==> config.mk <==
export PLATFORM = sky130hd
export DESIGN_NAME = srf_cell
export DESIGN_NICKNAME = d
export VERILOG_FILES = /design/src/hdl/srf_pkg.sv /design/src/hdl/srf_cell.sv
export SDC_FILE = /design/constraint.sdc
export NUM_CORES = 1
export LEC_CHECK = 0
export BUFFER_PORTS_ARGS = -buffer_cell sky130_fd_sc_hd__buf_2
export CAP_MARGIN = 0
export CELL_PAD_IN_SITES_DETAIL_PLACEMENT = 0
export CELL_PAD_IN_SITES_GLOBAL_PLACEMENT = 1
export CORE_UTILIZATION = 34
export CTS_CLUSTER_SIZE = 8
export DETAILED_ROUTE_END_ITERATION = 16
export PLACE_DENSITY = 0.8
export SETUP_SLACK_MARGIN = 0.1
export SYNTH_ARGS = -nofsm -noshare
export SYNTH_HDL_FRONTEND = slang
export SYNTH_SLANG_ARGS = --single-unit
==> constraint.sdc <==
create_clock -name clk -period 3.1 [get_ports clk]
set_input_delay 0.465 -clock clk [delete_from_list [all_inputs] [get_ports clk]]
set_output_delay 0.465 -clock clk [all_outputs]
set_load 0.02 [all_outputs]
==> src/hdl/srf_pkg.sv <==
// ----------------------------------------------------------------------------
// srf_pkg
// Shared types and constants for the sliding window rank filter.
// ----------------------------------------------------------------------------
package srf_pkg;

    localparam int WINDOW_MAX_DEF  = 64;
    localparam int SAMPLE_BITS_DEF = 32;

    // Configuration register file.
    localparam int CFG_BITS   = 7;
    localparam int LEN_RESET  = 5;
    localparam int RANK_RESET = 3;

    typedef enum logic
    {
        CFG_WINDOW_LENGTH = 1'b0,
        CFG_RANK_FROM_TOP = 1'b1
    } cfg_index_t;

    // Status one cell hands to the cell below it.
    typedef struct packed
    {
        logic gt;    // new sample is above this cell's entry
        logic seen;  // the entry being retired sits at or above this cell
    } link_t;

endpackage

==> src/hdl/srf_cell.sv <==
// ----------------------------------------------------------------------------
// srf_cell
// One position of the sorted window: holds an entry and its age, and picks
// its next entry from itself, its neighbors or the new sample.
// ----------------------------------------------------------------------------
module srf_cell #(
    parameter int SAMPLE_BITS  = srf_pkg::SAMPLE_BITS_DEF,
    parameter int AGE_BITS     = 6,
    parameter int INDEX        = 0,
    parameter int RESET_LEN_M1 = 4
) (
    input  logic                          clk,
    input  logic                          rst_n,
    input  logic                          shift,
    input  logic                          clear,
    input  logic signed [SAMPLE_BITS-1:0] sample,
    input  logic        [AGE_BITS-1:0]    len_m1,
    input  logic        [AGE_BITS-1:0]    clear_len_m1,
    input  logic signed [SAMPLE_BITS-1:0] up_value,
    input  logic        [AGE_BITS-1:0]    up_age,
    input  srf_pkg::link_t                up_link,
    input  logic signed [SAMPLE_BITS-1:0] dn_value,
    input  logic        [AGE_BITS-1:0]    dn_age,
    input  logic                          dn_gt,
    output logic signed [SAMPLE_BITS-1:0] value,
    output logic        [AGE_BITS-1:0]    age,
    output srf_pkg::link_t                link
);

    logic signed [SAMPLE_BITS-1:0] value_reg;
    logic signed [SAMPLE_BITS-1:0] value_next;
    logic        [AGE_BITS-1:0]    age_reg;
    logic        [AGE_BITS-1:0]    age_next;
    logic                          active;
    logic                          last;
    logic                          retire;
    logic                          gt;
    logic                          keep_here;
    logic                          take_new;

    always_comb
    begin
        active = int'(len_m1) >= INDEX;
        last   = int'(len_m1) == INDEX;
        retire = active && (age_reg == len_m1);
        gt     = sample > value_reg;

        link.gt   = gt;
        link.seen = up_link.seen || retire;

        // With the retired entry squeezed out, position i holds this entry
        // above the retired one and the lower neighbor's entry below it.
        keep_here = last ? 1'b0 : (link.seen ? dn_gt : gt);
        take_new  = up_link.seen ? gt : up_link.gt;

        value_next = value_reg;
        age_next   = age_reg;
        if (clear)
        begin
            value_next = '0;
            age_next   = clear_len_m1 - AGE_BITS'(INDEX);
        end
        else if (shift && active)
        begin
            if (keep_here)
            begin
                value_next = link.seen ? dn_value : value_reg;
                age_next   = (link.seen ? dn_age : age_reg) + 1'b1;
            end
            else if (take_new)
            begin
                value_next = sample;
                age_next   = '0;
            end
            else
            begin
                value_next = up_link.seen ? value_reg : up_value;
                age_next   = (up_link.seen ? age_reg : up_age) + 1'b1;
            end
        end
    end

    always_ff @(posedge clk or negedge rst_n)
    begin
        if (!rst_n)
        begin
            value_reg <= '0;
            age_reg   <= AGE_BITS'(RESET_LEN_M1 - INDEX);
        end
        else
        begin
            value_reg <= value_next;
            age_reg   <= age_next;
        end
    end

    assign value = value_reg;
    assign age   = age_reg;

endmodule

# --- After elaboration in Yosys (flattened, before gate mapping) ---
# Cells that the tools add are included.
word_totals:
  register_bits: 38
  in_bits: 127
  word_cells: 27
op_classes:
  n_addsub: 2
  order_cmp: 1
  eq_ne: 3
  mux: 15
  reduce_logical: 4
ops:
  columns: ["operator", "n"]
  rows:
  - ["$mux 32", 6]
  - ["$mux 6", 6]
  - ["$gt 32x32->1", 1]
  - ["$add 6x1->6 const B", 2]
  - ["$eq 6x6->1", 1]
  - ["$logic_not 6->1", 1]
  - ["$ne 4x2->1 const B", 1]
  - ["$mux 1", 3]
  - ["$ne 3x3->1 const B", 1]
  - ["$reduce_and 3->1", 1]
  - ["$reduce_bool 2->1", 1]
  - ["$logic_or 1x1->1", 1]

# --- Depth between registers and ports, before layout ---
depth:
  ltp_word: 7
  depth_mapped: 12

# --- Least setup slack after synthesis ---
# OpenSTA, ideal clock, no wires.
synth_path:
  path_type: "register -> register"
  from: "reg value_reg[31] (netlist: value[31])"
  to: "reg value_reg[18] (netlist: value[18])"
  arrival_time_ps: 2664
  required_ps: 2970
  path_slack_ps: 306
  path_stages_with_launch: 11
  path_buffers: 1
  period_less_slack_ps: 2794
  cell_sequence: "dfrtp_1 inv_1 ha_1 nand4_2 nor4_2 o41ai_2 a221o_2 a221oi_2 or2_2 buf_6 o32ai_2"
synth_between:
  elab_chain_len: 6
synth_rtl:
  columns: ["item", "line", "source"]
  rows:
  - ["start, declared", "srf_cell.sv:30", "logic signed [SAMPLE_BITS-1:0] value_reg;"]
  - ["start signal, assigned", "srf_cell.sv:92", "value_reg <= value_next;"]
  - ["$gt 32x32->1 (*)", "srf_cell.sv:46", "gt = sample > value_reg;"]
  - ["$mux 1, on equally long branches", "srf_cell.sv:54, srf_cell.sv:53", null]
  - ["$mux 32 or $mux 1 (tied branches)", "srf_cell.sv:70, srf_cell.sv:53", null]
  - ["$mux 32", "srf_cell.sv:65", "if (keep_here)"]
  - ["$mux 32", "srf_cell.sv:63", "else if (shift && active)"]
  - ["$mux 32", "srf_cell.sv:58", "if (clear)"]
# Mark *: on every way between the ends. The rest lies on a longest branch, timed or not. The select of a mux whose other input is x is not followed.
# A chain may end at the register's enable or synchronous reset.

# --- Worst setup path after layout ---
layout_path:
  from: "reg value_reg[27] (netlist: value[27])"
  to: "reg value_reg[30] (netlist: value[30])"
# Same word-level chain as after synthesis.

==> results.py <==
metrics = {
    "clock_tree": {
        "tritoncts.num_buffers": 5,
        "cts.sinks": 38,
        "worst_setup_hold_path_clk_slew_ps": 80,
        "htreeDepth": 2,
        "cts_tree": "built",
        "clockRootBuffer": "sky130_fd_sc_hd__clkbuf_8",
        "cts_buffer_depth": 2,
        "clk-insertion-delay-late_ps": 290,
        "cts_hold_repair.buffers": 0,
    },
    "layout": {
        "final.fill_count": 1000,
        "finalNonFillerCells": 777,
        "synthToLayoutAreaGrowth_pct": 50.4,
        "post-route-util": 0.536,
        "largest_register_ff_count": 32,
        "antennaDiodeCount": 0,
        "drive_above_1_share": 0.466,
        "layout.nets": 803,
    },
    "timing": {
        "worst_slew_pin_slew_ps": 957,
        "grt_setup_unrepaired": "true",
        "fmaxAchievable_mhz": 328,
        "min_period_ps": 3050,
        "final_setup_fails": 0,
        "min_period_over_period": 0.984,
        "hold_violation_count_in_the_final_report": 0,
        "finalMaxSlewViolations": 0,
        "relative_slew_slack": 0.362,
        "clock_skew_ps": 8.07,
    },
    "critical_path": {
        "timing.critical_path.cells": "inv_2 -> ha_4 -> nand4_1 -> nor3_2 -> a22oi_2 -> and4b_4 -> a221o_2 -> buf_6 -> o21ai_4 -> buf_12 -> buf_6 -> a211oi_1 -> o32ai_2",
        "critPathMaxFanout": 6,
        "cp_data_required_time_ps": 3290,
        "cp.buffers_inverters": 4,
        "end_kind": "flip-flop",
        "critPathTopFamily": "compound AO/OA/AOI/OAI gates",
        "crit_type": "flip-flop to flip-flop",
        "cpMostUsedCell": "sky130_fd_sc_hd__buf_6",
        "timing.critical_path.slowest_stage_cell": "sky130_fd_sc_hd__a221o_2",
        "arrival_ps": 3240,
        "slowest_delay_ps": 440,
        "timing.critical_path.from_type": "flip-flop",
    },
    "die": {
        "floorplan.die.height_um": 107,
        "floorplan.die_area_sq_mm": 0.0114,
        "ios": 167,
        "floorplan.initialDensity": 0.356,
        "std_cell_rows": 37,
        "core_area_sq_mm": 0.0105,
        "chipWidth_um": 107,
    },
    "placed_design": {
        "dpl.cell_count": 751,
        "globalplace.congestion": 0.876,
        "detailedPlacementHpwl_mm": 9.90,
        "numPortBuffers": 166,
    },
    "route": {
        "detail_route.wl_per_cell_um": 18.1,
        "drc": 0,
        "route.antenna.remaining_nets": 0,
        "initialDrtViolationCount": 237,
        "routed-via-count": 4216,
        "route.detailed.vias_per_inst": 5.43,
        "number_of_optimization_iterations_in_the_first_detailed_route_pass": 5,
        "routed_wl_mm": 14.1,
    },
    "min_path": {
        "timing.hold.worst.class": "input pin to async pin",
    },
    "logic_synthesis": {
        "cells_after_synthesis": 448,
        "synth_largest_type_area_fraction": 0.247,
        "ys.warnings.count": 0,
        "synthDominantAreaCellType": "sky130_fd_sc_hd__dfrtp_1",
        "sequential_share_of_the_synthesized_area": 0.254,
        "postSynth.asyncResetShare": 1.00,
        "synth_commonest_cells": "sky130_fd_sc_hd__nor2_1, sky130_fd_sc_hd__nand2_1, sky130_fd_sc_hd__inv_1, sky130_fd_sc_hd__dfrtp_1",
        "synthesis.area_per_instance_sq_um": 8.36,
        "synth.ff_latch_count": 38,
        "synth.top_cells.by_area": "sky130_fd_sc_hd__dfrtp_1, sky130_fd_sc_hd__ha_1, sky130_fd_sc_hd__o32ai_2",
        "syn-cell-area_sq_mm": 0.00374,
        "yosys.cell_count.top_type": "sky130_fd_sc_hd__nor2_1",
        "synth_ff_type": "sky130_fd_sc_hd__dfrtp_1",
        "number_of_distinct_library_cell_variants_in_the_gate_level_netlist_after_synthesis": 53,
        "post_synth_edffs": 0,
        "postSynthNetCount": 609,
    },
    "grt": {
        "grt_first_pass_wirelength_mm": 19.9,
        "first_global_vias": 4135,
        "antenna_found_initial": 0,
        "grtUsageTotal": 0.221,
        "grt_max_degree": 39,
        "grt_remaining_overflow": 0,
    },
    "pwr": {
        "ir_worst_vdd_mv": 0.202,
        "powerDensity_mw_per_mm2": 452,
        "total_leakage_power_nw": 2.66,
    },
    "outcome": {
        "status": "complete, no violations",
    },
    "run": {
        "max_cap_violations": 0,
    },
}
## cells by family (layout without fill, tap and decap cells)
kind of cell    after synthesis  after routing  share of synthesized area
simple gates                156            156                      0.185
compound gates              123            123                      0.286
buf+inv                      69            262                     0.0886
flops                        38             38                      0.254
fa+ha+maj                    34             34                      0.114
xor+xnor                     15             15                     0.0351
mux                          13             13                     0.0371
## stage by stage
step | total power [mW] | TNS [ps] | hold WS [ps] | area, sq um | setup slack (ps)
after floorplan | 1.43 | 0 | 169 | 3740 | 306
after global placement | 1.88 | 0 | 506 | 4880 | 15.4
after global routing | 2.70 | -919 | 376 | 5630 | -85.9
final | 2.55 | 0 | 324 | 5630 | 49.5
after CTS | 2.27 | 0 | 339 | 5020 | 99.4
after detailed placement | 1.89 | -2330 | 522 | 4880 | -91.9
## layout by cell type (no fill, tap or decap), types with 14 or more instances in the layout
| master | n |
|---|---|
| sky130_fd_sc_hd__buf_4 | 26 |
| sky130_fd_sc_hd__a21oi_1 | 21 |
| sky130_fd_sc_hd__buf_2 | 165 |
| sky130_fd_sc_hd__nor2_1 | 71 |
| sky130_fd_sc_hd__inv_1 | 35 |
| sky130_fd_sc_hd__dfrtp_1 | 37 |
| sky130_fd_sc_hd__ha_1 | 20 |
| sky130_fd_sc_hd__nand2_1 | 48 |
| sky130_fd_sc_hd__a211oi_1 | 26 |
| sky130_fd_sc_hd__ha_4 | 14 |
| sky130_fd_sc_hd__o32ai_2 | 21 |
## power breakdown
group / internal [mW] / total, mW / switching [mW]
clock: 0.172 / 0.356 / 0.184
sequential: 0.577 / 0.644 / 0.0671
combinational: 0.703 / 1.55 / 0.843
## repair_timing
item | 4_1_cts | 5_1_grt
resized for setup | 5 | 57
setup buffers | 2 | 12
gates cloned | 0 | 7
endpoints found under the setup margin | 33 | 39
pin swaps | 6 | 37
## worst paths after layout
path,start,slack [ps],to,cells after the start
max,value[27],50,value[30],13
min,rst_n,320,value[19],1
max reg2reg,value[27],50,value[30],13
min reg2reg,value[10],540,value[10],2
max in group asynchronous,rst_n,2190,value[7],1
min in group clk,clear_len_m1[4],400,age[4],3
## area by class of cell
cell class,count,area (sq um),share of cell area
clock buffer,6,82.6,0.0147
sequential,38,952,0.169
tap,136,170,0.0302
multi-input combinational,341,2850,0.505
timing repair buffer,214,1420,0.253
inverter,42,158,0.0280
## metal layers
layer | share of wire | vias to the layer above | global-route usage | wire length [um]
met5 | 0 | - | 0 | 0
met4 | 0.021 | 0 | 0.0489 | 301
met3 | 0.063 | 21 | 0.0389 | 892
met2 | 0.50 | 164 | 0.396 | 7090
met1 | 0.41 | 2019 | 0.273 | 5810
li1 | - | 2012 | - | -
Note: power is estimated with default switching activity, not from simulation.
